**src/hdl/wsr_pkg.sv**
```systemverilog
`default_nettype none
package wsr_pkg;

	localparam int unsigned LENGTH_BITS_DEF = 64;
	localparam int unsigned QUEUE_DEPTH_DEF = 4;

	localparam logic [31:0] MAX_LEN_RESET = 32'd64 << 20;

	localparam logic [3:0] OP_BINARY = 4'h2;
	localparam logic [3:0] OP_CLOSE  = 4'h8;
	localparam logic [3:0] OP_PING   = 4'h9;

	localparam logic [6:0] LEN_CODE16 = 7'd126;
	localparam logic [6:0] LEN_CODE64 = 7'd127;

	localparam logic [3:0] EXT16_BYTES = 4'd2;
	localparam logic [3:0] EXT64_BYTES = 4'd8;
	localparam logic [2:0] KEY_BYTES   = 3'd4;

	localparam logic [1:0] STOP_NONE  = 2'd0;
	localparam logic [1:0] STOP_CLOSE = 2'd1;
	localparam logic [1:0] STOP_LIMIT = 2'd2;

	localparam logic KIND_DATA = 1'b0;
	localparam logic KIND_PING = 1'b1;

	typedef enum logic [4:0] {
		PH_HDR0 = 5'b00001,
		PH_HDR1 = 5'b00010,
		PH_EXT  = 5'b00100,
		PH_KEY  = 5'b01000,
		PH_PAY  = 5'b10000
	} phase_t;

	// result as queued by the parser; the back end applies the mask
	typedef struct packed {
		logic       has_byte;
		logic [7:0] raw_byte;
		logic [7:0] key_byte;
		logic       stream_kind;
		logic       last;
		logic [1:0] stop_code;
	} res_t;

	localparam int unsigned RES_W = $bits(res_t);

endpackage
`default_nettype wire

```
**src/hdl/wsr_fifo.sv**
```systemverilog
`default_nettype none
module wsr_fifo
	import wsr_pkg::*;
#(
	parameter int unsigned WIDTH = RES_W,
	parameter int unsigned DEPTH = QUEUE_DEPTH_DEF
) (
	input  wire logic             clk,
	input  wire logic             arst_n,
	input  wire logic             push,
	input  wire logic [WIDTH-1:0] wr_data,
	input  wire logic             pop,
	output logic [WIDTH-1:0]      rd_data,
	output logic                  full,
	output logic                  empty
);
	localparam int unsigned PTR_W = $clog2(DEPTH);
	localparam int unsigned CNT_W = $clog2(DEPTH + 1);

	logic [WIDTH-1:0] mem_q [DEPTH];
	logic [PTR_W-1:0] wr_ptr_q, rd_ptr_q;
	logic [CNT_W-1:0] count_q;

	assign full    = (count_q == CNT_W'(DEPTH));
	assign empty   = (count_q == '0);
	assign rd_data = mem_q[rd_ptr_q];

	always_ff @(posedge clk) begin
		if (push) begin
			mem_q[wr_ptr_q] <= wr_data;
		end
	end

	// pointers wrap at DEPTH so any depth works
	always_ff @(posedge clk or negedge arst_n) begin
		if (!arst_n) begin
			wr_ptr_q <= '0;
			rd_ptr_q <= '0;
			count_q  <= '0;
		end else begin
			if (push) begin
				wr_ptr_q <= (wr_ptr_q == PTR_W'(DEPTH - 1)) ? '0 : wr_ptr_q + PTR_W'(1);
			end
			if (pop) begin
				rd_ptr_q <= (rd_ptr_q == PTR_W'(DEPTH - 1)) ? '0 : rd_ptr_q + PTR_W'(1);
			end
			if (push && !pop) begin
				count_q <= count_q + CNT_W'(1);
			end else if (pop && !push) begin
				count_q <= count_q - CNT_W'(1);
			end
		end
	end

endmodule
`default_nettype wire

```
**src/hdl/wsr_front.sv**
```systemverilog
`default_nettype none
module wsr_front
	import wsr_pkg::*;
#(
	parameter int unsigned LENGTH_BITS = LENGTH_BITS_DEF
) (
	input  wire logic        clk,
	input  wire logic        arst_n,
	input  wire logic        take,
	input  wire logic [7:0]  rx_byte,
	input  wire logic [31:0] max_len,
	output logic             push,
	output res_t             push_res
);
	localparam int unsigned LB = LENGTH_BITS;

	phase_t        phase_q, phase_d;
	logic          fin_q, fin_d;
	logic [3:0]    kind_q, kind_d;
	logic          mask_q, mask_d;
	logic [LB-1:0] len_q, len_d;
	logic [3:0]    len_left_q, len_left_d;
	logic [31:0]   key_q, key_d;
	logic [2:0]    key_left_q, key_left_d;
	logic [LB-1:0] pay_left_q, pay_left_d;
	logic [1:0]    mphase_q, mphase_d;
	logic          halted_q, halted_d;
	logic          ovf_q, ovf_d;

	logic          len_done, start_pay, pay_end;
	logic [7:0]    key_byte;

	always_comb begin
		unique case (mphase_q)
			2'd0:    key_byte = key_q[31:24];
			2'd1:    key_byte = key_q[23:16];
			2'd2:    key_byte = key_q[15:8];
			default: key_byte = key_q[7:0];
		endcase
	end

	always_comb begin
		phase_d    = phase_q;
		fin_d      = fin_q;
		kind_d     = kind_q;
		mask_d     = mask_q;
		len_d      = len_q;
		len_left_d = len_left_q;
		key_d      = key_q;
		key_left_d = key_left_q;
		pay_left_d = pay_left_q;
		mphase_d   = mphase_q;
		halted_d   = halted_q;
		ovf_d      = ovf_q;
		len_done   = 1'b0;
		start_pay  = 1'b0;
		pay_end    = 1'b0;
		push       = 1'b0;
		push_res   = '0;

		if (take && !halted_q) begin
			unique case (phase_q)
				PH_HDR1: begin
					mask_d = rx_byte[7];
					key_d  = '0;
					ovf_d  = 1'b0;
					len_d  = '0;
					if (rx_byte[6:0] == LEN_CODE16) begin
						len_left_d = EXT16_BYTES;
						phase_d    = PH_EXT;
					end else if (rx_byte[6:0] == LEN_CODE64) begin
						len_left_d = EXT64_BYTES;
						phase_d    = PH_EXT;
					end else begin
						len_d    = LB'(rx_byte[6:0]);
						len_done = 1'b1;
					end
				end
				PH_EXT: begin
					// bits about to shift out of the register count as too long
					ovf_d = ovf_q | (|len_q[LB-1 -: 8]);
					len_d = {len_q[LB-9:0], rx_byte};
					if (len_left_q <= 4'd1) begin
						len_left_d = '0;
						len_done   = 1'b1;
					end else begin
						len_left_d = len_left_q - 4'd1;
					end
				end
				PH_KEY: begin
					key_d = {key_q[23:0], rx_byte};
					if (key_left_q <= 3'd1) begin
						key_left_d = '0;
						start_pay  = 1'b1;
					end else begin
						key_left_d = key_left_q - 3'd1;
					end
				end
				PH_PAY: begin
					mphase_d = mphase_q + 2'd1;
					if (pay_left_q != '0) begin
						pay_left_d = pay_left_q - LB'(1);
					end
					pay_end = (pay_left_d == '0);
					if (pay_end) begin
						phase_d = PH_HDR0;
					end
					push_res.raw_byte = rx_byte;
					push_res.key_byte = key_byte;
					if (kind_q <= OP_BINARY) begin
						push                 = 1'b1;
						push_res.has_byte    = 1'b1;
						push_res.stream_kind = KIND_DATA;
						push_res.last        = fin_q & pay_end;
					end else if (kind_q == OP_PING) begin
						push                 = 1'b1;
						push_res.has_byte    = 1'b1;
						push_res.stream_kind = KIND_PING;
						push_res.last        = pay_end;
					end else if (kind_q == OP_CLOSE && pay_end) begin
						halted_d           = 1'b1;
						push               = 1'b1;
						push_res           = '0;
						push_res.stop_code = STOP_CLOSE;
					end
				end
				default: begin
					fin_d   = rx_byte[7];
					kind_d  = rx_byte[3:0];
					phase_d = PH_HDR1;
				end
			endcase

			if (len_done) begin
				if (ovf_d || (len_d > LB'(max_len))) begin
					halted_d           = 1'b1;
					push               = 1'b1;
					push_res.stop_code = STOP_LIMIT;
				end else if (mask_d) begin
					key_left_d = KEY_BYTES;
					phase_d    = PH_KEY;
				end else begin
					start_pay = 1'b1;
				end
			end

			if (start_pay) begin
				mphase_d   = '0;
				pay_left_d = len_d;
				if (len_d != '0) begin
					phase_d = PH_PAY;
				end else begin
					// empty frame: bare end marker or immediate close
					phase_d = PH_HDR0;
					if (kind_q <= OP_BINARY) begin
						push          = fin_q;
						push_res.last = 1'b1;
					end else if (kind_q == OP_PING) begin
						push                 = 1'b1;
						push_res.stream_kind = KIND_PING;
						push_res.last        = 1'b1;
					end else if (kind_q == OP_CLOSE) begin
						halted_d           = 1'b1;
						push               = 1'b1;
						push_res.stop_code = STOP_CLOSE;
					end
				end
			end
		end
	end

	always_ff @(posedge clk or negedge arst_n) begin
		if (!arst_n) begin
			phase_q    <= PH_HDR0;
			fin_q      <= 1'b0;
			kind_q     <= '0;
			mask_q     <= 1'b0;
			len_q      <= '0;
			len_left_q <= '0;
			key_q      <= '0;
			key_left_q <= '0;
			pay_left_q <= '0;
			mphase_q   <= '0;
			halted_q   <= 1'b0;
			ovf_q      <= 1'b0;
		end else begin
			phase_q    <= phase_d;
			fin_q      <= fin_d;
			kind_q     <= kind_d;
			mask_q     <= mask_d;
			len_q      <= len_d;
			len_left_q <= len_left_d;
			key_q      <= key_d;
			key_left_q <= key_left_d;
			pay_left_q <= pay_left_d;
			mphase_q   <= mphase_d;
			halted_q   <= halted_d;
			ovf_q      <= ovf_d;
		end
	end

endmodule
`default_nettype wire

```
**src/hdl/wsr_back.sv**
```systemverilog
`default_nettype none
module wsr_back
	import wsr_pkg::*;
(
	input  wire logic       clk,
	input  wire logic       arst_n,
	input  wire res_t       q_res,
	input  wire logic       q_empty,
	output logic            q_pop,
	output logic            res_valid,
	input  wire logic       res_stall,
	output logic            has_byte,
	output logic [7:0]      data_byte,
	output logic            stream_kind,
	output logic            last,
	output logic [1:0]      stop_code
);
	logic       valid_q;
	logic       has_q;
	logic [7:0] data_q;
	logic       kind_q;
	logic       last_q;
	logic [1:0] stop_q;

	// refill the output register when it is empty or its transfer completes
	assign q_pop = !q_empty && (!valid_q || !res_stall);

	always_ff @(posedge clk or negedge arst_n) begin
		if (!arst_n) begin
			valid_q <= 1'b0;
		end else if (!valid_q || !res_stall) begin
			valid_q <= !q_empty;
		end
	end

	always_ff @(posedge clk) begin
		if (q_pop) begin
			has_q  <= q_res.has_byte;
			data_q <= q_res.has_byte ? (q_res.raw_byte ^ q_res.key_byte) : 8'd0;
			kind_q <= q_res.stream_kind;
			last_q <= q_res.last;
			stop_q <= q_res.stop_code;
		end
	end

	assign res_valid   = valid_q;
	assign has_byte    = has_q;
	assign data_byte   = data_q;
	assign stream_kind = kind_q;
	assign last        = last_q;
	assign stop_code   = stop_q;

endmodule
`default_nettype wire

```
**src/hdl/websocket_frame_receiver.sv**
```systemverilog
// WebSocket frame receiver.
// Input channel: one received byte per transfer on rx_byte (rx_valid/rx_stall).
// Output channel: one result per transfer (res_valid/res_stall) carrying
// has_byte, data_byte (unmasked), stream_kind (0 message, 1 ping payload),
// last and stop_code (1 close received, 2 length over limit).
// Configuration: APB register 0 at address 0 holds max_payload_length.
// Throughput: one byte per cycle while the result queue is not full; the
// header/length/key/payload parser advances one byte per cycle, and each
// byte yields at most one result. The parser writes the queue at the
// accepting edge; the output register loads from the queue when it is empty
// or its transfer completes.
// rx_stall rises only when the result queue (QUEUE_DEPTH entries) is full,
// which happens when res_stall is held long enough; bytes without a result
// are still absorbed while the queue has room.
// After a close frame or an oversized length the block keeps accepting bytes
// but drops them until reset. Reset returns the parser to the first header
// byte, empties the queue and restores the 64 MiB length limit.
`default_nettype none
module websocket_frame_receiver
	import wsr_pkg::*;
#(
	parameter int unsigned LENGTH_BITS = LENGTH_BITS_DEF,
	parameter int unsigned QUEUE_DEPTH = QUEUE_DEPTH_DEF
) (
	input  wire logic        clk,
	input  wire logic        arst_n,
	input  wire logic        psel,
	input  wire logic        penable,
	input  wire logic        pwrite,
	input  wire logic [2:0]  paddr,
	input  wire logic [31:0] pwdata,
	output logic [31:0]      prdata,
	output logic             pready,
	input  wire logic        rx_valid,
	output logic             rx_stall,
	input  wire logic [7:0]  rx_byte,
	output logic             res_valid,
	input  wire logic        res_stall,
	output logic             has_byte,
	output logic [7:0]       data_byte,
	output logic             stream_kind,
	output logic             last,
	output logic [1:0]       stop_code
);
	logic [31:0] max_len_q;
	logic        take;
	logic        push;
	res_t        push_res;
	res_t        q_res;
	logic        q_full, q_empty, q_pop;
	logic        reg_sel;

	// paddr[2] selects the register slot; only slot 0 exists
	assign reg_sel = !paddr[2];
	assign pready  = 1'b1;
	assign prdata  = reg_sel ? max_len_q : 32'd0;

	always_ff @(posedge clk or negedge arst_n) begin
		if (!arst_n) begin
			max_len_q <= MAX_LEN_RESET;
		end else if (psel && penable && pwrite && reg_sel) begin
			max_len_q <= pwdata;
		end
	end

	assign rx_stall = q_full;
	assign take     = rx_valid && !q_full;

	wsr_front #(
		.LENGTH_BITS(LENGTH_BITS)
	) u_front (
		.clk      (clk),
		.arst_n   (arst_n),
		.take     (take),
		.rx_byte  (rx_byte),
		.max_len  (max_len_q),
		.push     (push),
		.push_res (push_res)
	);

	wsr_fifo #(
		.WIDTH(RES_W),
		.DEPTH(QUEUE_DEPTH)
	) u_queue (
		.clk     (clk),
		.arst_n  (arst_n),
		.push    (push),
		.wr_data (push_res),
		.pop     (q_pop),
		.rd_data (q_res),
		.full    (q_full),
		.empty   (q_empty)
	);

	wsr_back u_back (
		.clk         (clk),
		.arst_n      (arst_n),
		.q_res       (q_res),
		.q_empty     (q_empty),
		.q_pop       (q_pop),
		.res_valid   (res_valid),
		.res_stall   (res_stall),
		.has_byte    (has_byte),
		.data_byte   (data_byte),
		.stream_kind (stream_kind),
		.last        (last),
		.stop_code   (stop_code)
	);

endmodule
`default_nettype wire

```
**config.mk**
```make
export PLATFORM = sky130hd
export DESIGN_NAME = websocket_frame_receiver
export DESIGN_NICKNAME = d
export VERILOG_FILES = /design/src/hdl/wsr_pkg.sv /design/src/hdl/wsr_fifo.sv /design/src/hdl/wsr_front.sv /design/src/hdl/wsr_back.sv /design/src/hdl/websocket_frame_receiver.sv
export SDC_FILE = /design/constraint.sdc
export NUM_CORES = 1
export LEC_CHECK = 0
export BUFFER_PORTS_ARGS = -buffer_cell sky130_fd_sc_hd__buf_2
export CORE_ASPECT_RATIO = 1.75
export CORE_MARGIN = 2
export CORE_UTILIZATION = 30
export CTS_CLUSTER_DIAMETER = 150
export DETAILED_ROUTE_END_ITERATION = 12
export PLACE_DENSITY = 0.45
export SLEW_MARGIN = 10
export SYNTH_ARGS = -nofsm -noshare
export SYNTH_HDL_FRONTEND = slang
export SYNTH_SLANG_ARGS = --single-unit
```
**constraint.sdc**
```tcl
create_clock -name clk -period 5.2 [get_ports clk]
set_input_delay 0.26 -clock clk [delete_from_list [all_inputs] [get_ports clk]]
set_output_delay 0.26 -clock clk [all_outputs]
set_load 0.01 [all_outputs]
```
==> run_results.csv, run 1 <==
group,metric,value,unit
critical_path,slowest_stage,"or4_4",
cells_and_area,num_antenna_cells,0,
cells_and_area,final_nets,2056,
grt,track_usage,21.8,%
timing,tightest_slew,1.00,ns
synth,synth_cell_types,82,
critical_path,cp_top_family,"simple AND/OR/NAND/NOR gates",
cells_and_area,drive_gt1_share,25.4,%
grt,grt_pass1_vias,15900,
timing,setup_ws,0.110,ns
synth,async_reset_ff_share,69.6,%
synth,syn_avg_cell_area,10.3,sq um
synth,synth-edff-count,97,
clocking,cts_root_buffer,"clkbuf_16",
floorplanning,io_pins,98,
job,maxCapViolations,0,
clocking,cts_tree,"done",
placed_design,port_buffers,94,
synth,synth_area_leaders,"dfrtp_1 32%, edfxtp_1 17%, a22o_1 6.6%",
synth,synthesis.nets,1781,
placed_design,dp_hpwl,47.3,mm
floorplanning,coreArea,57000,sq um
critical_path,crit_arrival,5.55,ns
timing,clock.fmax,196,MHz
synth,ys_warn_count,0,
cells_and_area,multi_input_area,8430,sq um
floorplanning,rows,116,
synth,yosys.area.top_type,"dfrtp_1",
drt,detail_route.wl_per_cell,23.3,um
clocking,cts_htree_levels,2,
cells_and_area,register_area,8470,sq um
grt,grt_use_met3,2.26,%
critical_path,path_buf_inv,2,
floorplanning,die-area,59600,sq um
synth,netlist_area,17300,sq um
min_path,hold_path_class,"in2reg",
drt,vias,15200,
cells_and_area,utilization,38.6,%
floorplanning,die_y,321,um
drt,antenna_left,0,
synth,ys_ff_latch,319,
timing,setup_violations,0,
clocking,numCtsBuffers,36,
power,p_per_area,497,nW/um^2
drt,post_drt_via_cell_ratio,5.51,
drt,first_iter_violations,1044,
critical_path,max_stage_delay,0.59,ns
timing,finalCriticalPeriod,5.09,ns
placed_design,dp_slack,0.0246,ns
grt,antenna_found_initial,0,
grt,grt_util_met2,41.2,%
grt,grt_pass1_wl,97.5,mm
critical_path,critPathLaunchType,"flip-flop",
timing,hold_viol,0,
cells_and_area,syn_to_final_growth,27.3,%
synth,syn_inst,1683,
synth,synth_most_common_cell,"dfrtp_1",
synth,ys_seq_area_share,49.0,%
clocking,cts_sinks,319,
floorplanning,die_w,185,um
timing,relSlewSlack,33.4,%
grt,grt_use_met1,23.1,%
timing,rsz0062_at_grt,"true",
drt,dr.pass1.iters,8,
cells_and_area,fillers,5704,
synth,synthTopCellsByCount,"220 x dfrtp_1, 133 x nor2_1, 131 x a22o_1",
grt,grt_overflow,0,
critical_path,end_kind,"flip-flop",
grt,busiest_layer,"met2",
floorplanning,start_util,30.3,%
timing,finalMaxSlewViolations,0,
grt,grt_max_degree,119,
drt,route.detailed.drc,0,
synth,yosysTopAreaCellShare,31.9,%
critical_path,cpMostUsedCell,"or4_4",
critical_path,path_cells,"or4_4 > or4_4 > buf_6 > or3_4 > a2111o_1 > or4_4 > nor4b_4 > and4_4 > a31oi_4 > a21oi_4 > ha_2 > inv_1 > fa_2 > xor2_1 > nor2_1 > xor2_1",
clocking,clock_latency,0.55,ns
timing,post-route-period-util,97.9,%
critical_path,cp.required,5.66,ns
critical_path,path_max_fanout,5,
clocking,clock_path_buffers,3,
clocking,clk_pin_slew,0.07,ns
power,p_leak,0.00916,uW
timing,finClkSkew,0.0219,ns
run_status,status,"finished, final reports clean",
synth,synthFlopType,"dfrtp_1",
drt,wl,64.2,mm
placed_design,gp_congestion,0.927,
power,vdd_ir_drop_max,0.000318,V
critical_path,critPathKind,"reg2reg",
## tightest hold or removal path, cell delays in order
cell	delay [ns]
buf_2	0.08
nand2_1	0.08
nand3b_1	0.11
## flip-flops by register name (all words and copies together) (netlist names), 2 cells and up
name / flops
u_front.mphase_q: 2
max_len_q: 32
u_queue.rd_ptr_q: 2
u_front.key_left_q: 3
u_back.stop_code: 2
u_queue.wr_ptr_q: 2
u_front.len_q: 64
u_queue.count_q: 3
u_queue.mem_q: 84
u_back.data_byte: 8
u_front.phase_q: 5
u_front.pay_left_q: 64
u_front.key_q: 32
u_front.kind_q: 4
u_front.len_left_q: 4
## cell families after synthesis
logic type,synth area share (%)
AO/OA/AOI/OAI,21.1
XOR/XNOR,2.64
adder cells (fa/ha/maj),3.52
buffers and inverters,4.19
flip-flops,49.0
multiplexers,4.52
other,0.0217
AND/OR/NAND/NOR,15.0
## where the power goes
part / total, uW / internal, uW / switching (uW) / leakage, uW
combinational: 4730 / 1890 / 2840 / 0.00484
sequential: 3620 / 3100 / 521 / 0.00375
clock: 2580 / 1470 / 1110 / 0.000570
total: 10900 / 6460 / 4470 / 0.00916
## per-stage QoR
stage | cells | total power [uW] | hold slack, ns | setup TNS (ns) | cell area (sq um)
after floorplan | 1683 | 6150 | -0.0356 | 0 | 17300
after global placement | 2648 | 8250 | 0.424 | -0.0720 | 20200
after detailed placement | 2648 | 8270 | 0.448 | 0 | 20200
after CTS | 2745 | 10900 | 0.0457 | 0 | 21600
after global routing | 2751 | 11600 | 0.0519 | -0.158 | 22000
final | 2751 | 10900 | 0.0316 | 0 | 22000
## cell usage in the layout (no fill, tap or decap), types with 20 or more instances in the layout
| cell | count |
|---|---|
| dfrtp_1 | 220 |
| buf_4 | 210 |
| nor2_1 | 132 |
| a22o_1 | 116 |
| o21ai_0 | 103 |
| a21oi_1 | 98 |
| edfxtp_1 | 97 |
| buf_2 | 93 |
| nand2_1 | 91 |
| inv_1 | 70 |
| nor3_1 | 56 |
| nor4_1 | 46 |
| xnor2_1 | 44 |
| mux2_2 | 40 |
| ha_1 | 39 |
| clkbuf_16 | 38 |
| nand3_1 | 36 |
| dlygate4sd3_1 | 33 |
| nand4_1 | 21 |
| a221oi_1 | 20 |
## area by class of cell
cell class / instances / share of cell area [%]
clock buffer: 46 / 4.36
clock inverter: 18 / 0.887
inverter: 70 / 1.19
multi-input combinational: 1177 / 38.3
sequential: 319 / 38.5
tap: 767 / 4.36
timing repair buffer: 354 / 12.4
## metal layers
metal | part of all wire, % | up-vias
met1 | 37 | 7663
met2 | 54 | 401
met5 | 0 | -
met4 | 5.7 | 0
met3 | 3.2 | 156
li1 | - | 6933
## worst paths after layout
| check | cells past startpoint | slack (ns) | from | to |
|---|---|---|---|---|
| max | 16 | 0.11 | u_front.pay_left_q[10] | u_queue.count_q[2] |
| min | 3 | 0.03 | res_stall | u_back.res_valid |
| max reg2reg | 16 | 0.11 | u_front.pay_left_q[10] | u_queue.count_q[2] |
| min reg2reg | 2 | 0.48 | u_front.phase_q[0] | u_front.phase_q[0] |
| max in group asynchronous | 3 | 3.55 | arst_n | u_front.len_q[53] |
| min in group asynchronous | 2 | 0.39 | arst_n | max_len_q[28] |
## what timing repair did
action                                  4_1_cts  5_1_grt
pin swaps                                     0       19
gates cloned                                  0        2
hold buffers                                 33        0
endpoints found under the setup margin        1        2
endpoints found under the hold margin       148        0
setup buffers                                 0        4
gates resized for setup                       2       46
Note: power is estimated with default switching activity, not from simulation.
==> inputs of run 2 (changes only) <==
CORE_ASPECT_RATIO = 0.5   (was 1.75)
==> run 2 against run 1 <==
Effect of this change:
- via count decreased by 1.5%
- register-to-register slack improved by 0.098 ns
- first-iteration DRC count increased by 30%
- routed wire length decreased by 8.0%
- total power decreased by 2.0%
- largest power group unchanged
- sequential power about the same
- maximum frequency increased by 2.0%
- flip-flop and latch count unchanged
- non-clock buffer count decreased by 43
- critical path depth decreased by 1
==> run_results.csv, run 2 (same netlist as run 1, synthesis figures left out) <==
group,metric,value,unit
run_status,status,"finished, final reports clean",
timing,finClkSkew,0.0154,ns
cells_and_area,final_cell_mix,"218 x dfrtp_1, 172 x buf_4, 132 x nor2_1",
drt,wl,59.1,mm
critical_path,slowest_stage,"or4_4",
placed_design,gp_congestion,0.900,
power,p_per_area,497,nW/um^2
drt,route.detailed.drc,0,
min_path,hold_path_class,"in2reg",
timing,fin_hold_ws,0.0885,ns
cells_and_area,largest_register_ffs,84,
clocking,numCtsBuffers,36,
grt,grt_max_degree,142,
floorplanning,rows,62,
clocking,cts_tree,"done",
power,power.total,10700,uW
clocking,cts_root_buffer,"clkbuf_16",
placed_design,dp_hpwl,41.5,mm
timing,setup_violations,0,
timing,relSlewSlack,33.1,%
drt,first_iter_violations,1360,
critical_path,critPathLaunchType,"flip-flop",
timing,finalCriticalPeriod,4.99,ns
critical_path,cpMostUsedCell,"or4_4",
floorplanning,coreArea,57200,sq um
critical_path,crit_arrival,5.46,ns
clocking,clock_latency,0.55,ns
floorplanning,die-area,59600,sq um
placed_design,port_buffers,94,
critical_path,cp.required,5.67,ns
grt,grt_overflow,0,
placed_design,place_area,19800,sq um
drt,post_drt_via_cell_ratio,5.50,
cells_and_area,fin_area,21600,sq um
drt,detail_route.wl_per_cell,21.8,um
critical_path,path_max_fanout,5,
floorplanning,die_w,343,um
floorplanning,start_util,30.2,%
cells_and_area,utilization,37.7,%
grt,antenna_found_initial,1,
grt,grt_pass1_vias,14200,
clocking,clock_path_buffers,3,
cells_and_area,layout_commonest_cell,"dfrtp_1",
floorplanning,io_pins,98,
job,maxCapViolations,0,
min_path,holdPathEnd,"u_front.halted_q",
critical_path,critPathKind,"reg2reg",
timing,tightest_slew,0.998,ns
drt,dr.pass1.iters,5,
min_path,min_path_cells,3,
timing,hold_viol,0,
critical_path,r2r_cells,15,
cells_and_area,drive_gt1_share,23.4,%
clocking,clk_pin_slew,0.06,ns
cells_and_area,reg_top3,"u_queue.mem_q: 84 flops, u_front.len_q: 64 flops, u_front.pay_left_q: 64 flops",
cells_and_area,syn_to_final_growth,24.8,%
grt,grt_pass1_wl,89.4,mm
drt,antenna_left,0,
clocking,cts_sinks,319,
power,vdd_ir_drop_max,0.000231,V
critical_path,r2r_start,"u_front.pay_left_q[0]",
critical_path,r2r_setup_slack,0.21,ns
critical_path,path_cells,"or4_4 > or4_4 > or3_4 > a2111o_1 > or4_4 > nor4b_4 > and4_4 > a31oi_4 > a21oi_4 > ha_2 > inv_1 > fa_1 > xor2_1 > nor2_1 > xor2_1",
grt,track_usage,19.4,%
critical_path,end_kind,"flip-flop",
power,p_leak,0.00892,uW
min_path,min_from,"rx_valid",
cells_and_area,final_nets,2015,
critical_path,max_stage_delay,0.60,ns
floorplanning,die_y,174,um
timing,post-route-period-util,96.0,%
drt,vias,14900,
cells_and_area,fillers,5678,
critical_path,rr_endpoint,"u_queue.count_q[2]",
timing,finalMaxSlewViolations,0,
cells_and_area,regMostFlops,"u_queue.mem_q",
timing,clock.fmax,200,MHz
clocking,cts_htree_levels,2,
==> run 2: what timing repair did <==
item	4_1_cts	5_1_grt
buffers inserted	0	8
setup endpoints to repair	0	11
hold buffers	34	0
gates resized for setup	0	42
endpoints found under the hold margin	112	0
==> run 2: final cells by class <==
cell class              instances  area (sq um)  share of cell area (%)
flip-flops and latches        319          8470                    39.3
multi-input cells            1179          8360                    38.8
repair buffers                311          2320                    10.8
clock buffers                  45           965                    4.48
well taps                     768           961                    4.46
inverters                      70           263                    1.22
clock inverters                20           210                   0.975
diodes                          1          2.50                  0.0116
==> run 2: layer usage <==
metal,track usage [%],wire (um),vias up
met5,0,0,-
met4,4.51,1270,0
met3,3.56,3550,87
met2,29.2,26000,446
met1,28.9,28300,7507
li1,-,-,6888
==> run 2: worst max path at each step <==
| stage | startpoint | end | slack [ns] | cells after the start |
|---|---|---|---|---|
| after floorplan | u_front.phase_q[4] | u_queue.count_q[2] | 0.006 | 23 |
| after global placement | u_front.pay_left_q[4] | u_queue.count_q[2] | 0.09 | 17 |
| after detailed placement | u_front.pay_left_q[4] | u_queue.count_q[2] | 0.02 | 17 |
| after CTS | u_front.pay_left_q[4] | u_queue.count_q[2] | 0.005 | 17 |
| after global routing | u_front.phase_q[0] | u_queue.count_q[2] | -0.03 | 24 |
| final | u_front.pay_left_q[0] | u_queue.count_q[2] | 0.21 | 15 |
==> run 2: worst max-delay path: cells and delay by family, from the launching register on <==
| family | cells | cell delay, ns |
|---|---|---|
| simple gates | 7 | 2.77 |
| compound gates | 3 | 0.76 |
| fa+ha+maj | 2 | 0.57 |
| flops | 1 | 0.43 |
| xor+xnor | 2 | 0.32 |
| buf+inv | 1 | 0.05 |
==> run 2: stage by stage <==
stage | setup slack (ns) | std cells | setup TNS, ns
2_1_floorplan | 0.00565 | 1683 | 0
3_3_place_gp | 0.0871 | 2603 | 0
3_5_place_dp | 0.0184 | 2603 | 0
4_1_cts | 0.00523 | 2702 | 0
5_1_grt | -0.0313 | 2712 | -0.0313
6_report | 0.208 | 2713 | 0
==> run 2: where the power goes <==
part           internal [uW]  switching, uW
Combinational           1730           2770
Sequential              3100            515
Clock                   1480           1110
==> inputs of run 3 (changes only) <==
ABC_AREA = 1   (was default)
PLACE_DENSITY = 0.43   (was 0.45)
clock period = 4.89 ns   (was 5.2 ns; I/O delays follow)
==> run 3 against run 2 <==
Effect of this change:
- worst hold slack worse by 0.057 ns
- clock power grew 7%
- clock-buffer cell count increased by 12
- setup slack gained 0.27 ns
- area after synthesis rose by 3.0%
- final cell count rose by 22%
- synthesized cell count rose by 40%
- clock skew is 0.0068 ns higher
- core utilization shrank 1.9 points
- register-to-register slack better by 0.27 ns
- routed wire length fell by 1.8%
- non-clock buffer count down 98
- critical path type unchanged
- largest cell class unchanged
==> run_results.csv, run 3 <==
group,metric,value,unit
floorplanning,start_util,30.2,%
timing,rsz0062_at_grt,"false",
critical_path,r2r_cells,27,
power,p_per_area,319,nW/um^2
power,p_leak,0.00906,uW
synth,ys_warn_count,0,
critical_path,startpoint,"u_front.phase_q[3]",
critical_path,critPathLaunchType,"flip-flop",
min_path,min_path_cells,3,
cells_and_area,utilization,35.8,%
drt,detail_route.wl_per_cell,17.5,um
synth,synth_compound_gate_area_share,15.9,%
timing,clock.fmax,227,MHz
floorplanning,die_w,348,um
clocking,cts_tree,"done",
cells_and_area,final_cell_mix,"593 x nand2_1, 388 x nor2_1, 269 x inv_1",
run_status,status,"finished, final reports clean",
timing,fin_tns_setup,0,ns
grt,grt_max_degree,112,
placed_design,gp_congestion,0.896,
critical_path,cp.required,5.31,ns
timing,fin_hold_ws,0.0317,ns
critical_path,r2r_start,"u_front.phase_q[3]",
synth,synth_mux_area_share,0.0633,%
clocking,numCtsBuffers,36,
cells_and_area,syn_to_final_growth,18.7,%
grt,grt_pass1_wl,89.9,mm
critical_path,end_kind,"flip-flop",
grt,track_usage,18.9,%
grt,antenna_found_initial,0,
clocking,cts_sinks,319,
power,vdd_ir_drop_max,0.000223,V
synth,syn_avg_cell_area,7.57,sq um
synth,synthesis.nets,2449,
synth,synth_area_leaders,"dfrtp_1 31%, edfxtp_1 16%, nand2_1 13%",
synth,yosys.area.top_type,"dfrtp_1",
drt,wl,58.1,mm
cells_and_area,reg_top3,"u_queue.mem_q: 84 flops, u_front.len_q: 64 flops, u_front.pay_left_q: 64 flops",
critical_path,path_max_fanout,14,
clocking,clock_path_buffers,3,
synth,synthTopCellsByCount,"597 x nand2_1, 393 x nor2_1, 270 x inv_1",
floorplanning,rows,63,
cells_and_area,num_antenna_cells,0,
min_path,hold_path_class,"in2reg",
grt,grt_overflow,0,
floorplanning,io_pins,98,
drt,antenna_left,0,
cells_and_area,largest_register_ffs,84,
critical_path,endpoint,"u_queue.count_q[2]",
synth,ys_seq_area_share,47.6,%
drt,vias,16000,
timing,post-route-period-util,90.3,%
clocking,cts_root_buffer,"clkbuf_16",
synth,synthAdderAreaFrac,3.42,%
synth,ys_ff_latch,319,
synth,synthFlopType,"dfrtp_1",
critical_path,critPathKind,"reg2reg",
cells_and_area,layout_commonest_cell,"nand2_1",
synth,synthSimpleGateAreaFrac,23.9,%
synth,synth_most_common_cell,"nand2_1",
placed_design,port_buffers,94,
synth,async_reset_ff_share,69.6,%
critical_path,rr_endpoint,"u_queue.count_q[2]",
clocking,clock_latency,0.56,ns
drt,route.detailed.drc,0,
synth,yosysTopAreaCellShare,30.9,%
critical_path,crit_arrival,4.83,ns
critical_path,r2r_setup_slack,0.48,ns
cells_and_area,fillers,6257,
synth,netlist_area,17800,sq um
clocking,cts_htree_levels,2,
floorplanning,die_y,176,um
cells_and_area,final_nets,2601,
cells_and_area,drive_gt1_share,9.92,%
synth,syn_inst,2351,
placed_design,dp_hpwl,41.8,mm
drt,first_iter_violations,1273,
synth,synth_top_family_by_area,"simple AND/OR/NAND/NOR gates",
drt,post_drt_via_cell_ratio,4.84,
timing,finalCriticalPeriod,4.41,ns
synth,synth-edff-count,97,
timing,setup_violations,0,
timing,finalMaxSlewViolations,0,
synth,synth-xor-area-share,0.787,%
cells_and_area,regMostFlops,"u_queue.mem_q",
timing,tightest_slew,1.14,ns
job,maxCapViolations,0,
floorplanning,coreArea,59000,sq um
synth,synth_cell_types,43,
timing,hold_viol,0,
grt,grt_pass1_vias,15300,
timing,finClkSkew,0.0222,ns
floorplanning,die-area,61400,sq um
drt,dr.pass1.iters,5,
timing,relSlewSlack,23.6,%
clocking,clk_pin_slew,0.06,ns
## run 3: cell types whose count changed after synthesis, moves of 112 or more
cell     change
o22ai_1    +112
inv_1      +200
o21ai_0    +126
a22o_1     -131
nand2_1    +502
nor2_1     +260
## run 3: per-layer routing
| layer | GRT usage, % | share of wire [%] |
|---|---|---|
| met1 | 28.1 | 49 |
| met5 | 0 | 0 |
| met4 | 3.54 | 1.7 |
| met2 | 29.4 | 44 |
| met3 | 2.69 | 5.0 |
## run 3: through the flow
stage | std cells | instance area, sq um | setup slack, ns | total power, uW
global route | 3311 | 21100 | 0.0193 | 7090
global placement | 3205 | 19500 | 0.375 | 4000
floorplan | 2351 | 17800 | 0.507 | 3640
finish | 3311 | 21100 | 0.475 | 6730
CTS | 3310 | 21100 | 0.367 | 6850
detailed placement | 3205 | 19500 | 0.383 | 4010
## run 3: worst min path at each step
stage               slack, ns                endpoint  startpoint
detailed placement       0.39  u_front.pay_left_q[62]      arst_n
global placement         0.39  u_front.pay_left_q[62]      arst_n
CTS                    0.0002        u_front.len_q[0]  rx_byte[0]
finish                   0.03        u_front.len_q[7]  rx_byte[7]
global route             0.03        u_front.len_q[0]  rx_byte[0]
floorplan               -0.05            max_len_q[0]      arst_n
## run 3: layout make-up
type / instances / area, sq um / share of cell area [%]
clock inverter: 9 / 128 / 0.604
multi-input combinational: 1661 / 7900 / 37.4
timing repair buffer: 213 / 1580 / 7.50
inverter: 272 / 1020 / 4.85
tap: 780 / 976 / 4.62
sequential: 319 / 8470 / 40.1
clock buffer: 57 / 1040 / 4.92
## run 3: timing repair
| action | in CTS | in global routing |
|---|---|---|
| gates resized for setup | 0 | 6 |
| setup buffers | 0 | 1 |
| hold buffers | 39 | 0 |
| setup endpoints to repair | 0 | 2 |
| endpoints found under the hold margin | 145 | 0 |
## run 3: worst max-delay path, stage by stage (launching register included)
cell     delay [ns]
dfrtp_1        0.41
nor2_1         0.17
nand4_1        0.23
nand2_4        0.17
buf_4          0.21
o21ai_0        0.12
buf_4          0.17
ha_1           0.29
nand4_1        0.09
inv_1          0.08
nand4_1        0.15
nor4_2         0.20
buf_4          0.16
nand3_1        0.06
a21oi_1        0.14
buf_4          0.17
nand3_1        0.11
nand2_4        0.09
nand3_1        0.08
nand3_2        0.10
nand2_2        0.05
inv_1          0.05
ha_1           0.13
inv_1          0.06
fa_1           0.37
a21oi_1        0.14
o21ai_0        0.11
xor2_1         0.15
## run 3: power breakdown
part	internal, uW	switching (uW)	leakage (uW)	total [uW]
sequential	2900	69.5	0.00285	2970
combinational	352	626	0.00565	978
clock	1580	1200	0.000566	2780
## run 3: cells by family (layout without fill, tap and decap cells)
| logic type | Yosys count | in the layout |
|---|---|---|
| flops | 319 | 319 |
| other cells | 1 | 1 |
| mux | 1 | 1 |
| buf+inv | 371 | 551 |
| xor+xnor | 16 | 16 |
| compound gates | 510 | 510 |
| simple gates | 1085 | 1085 |
| fa+ha+maj | 48 | 48 |
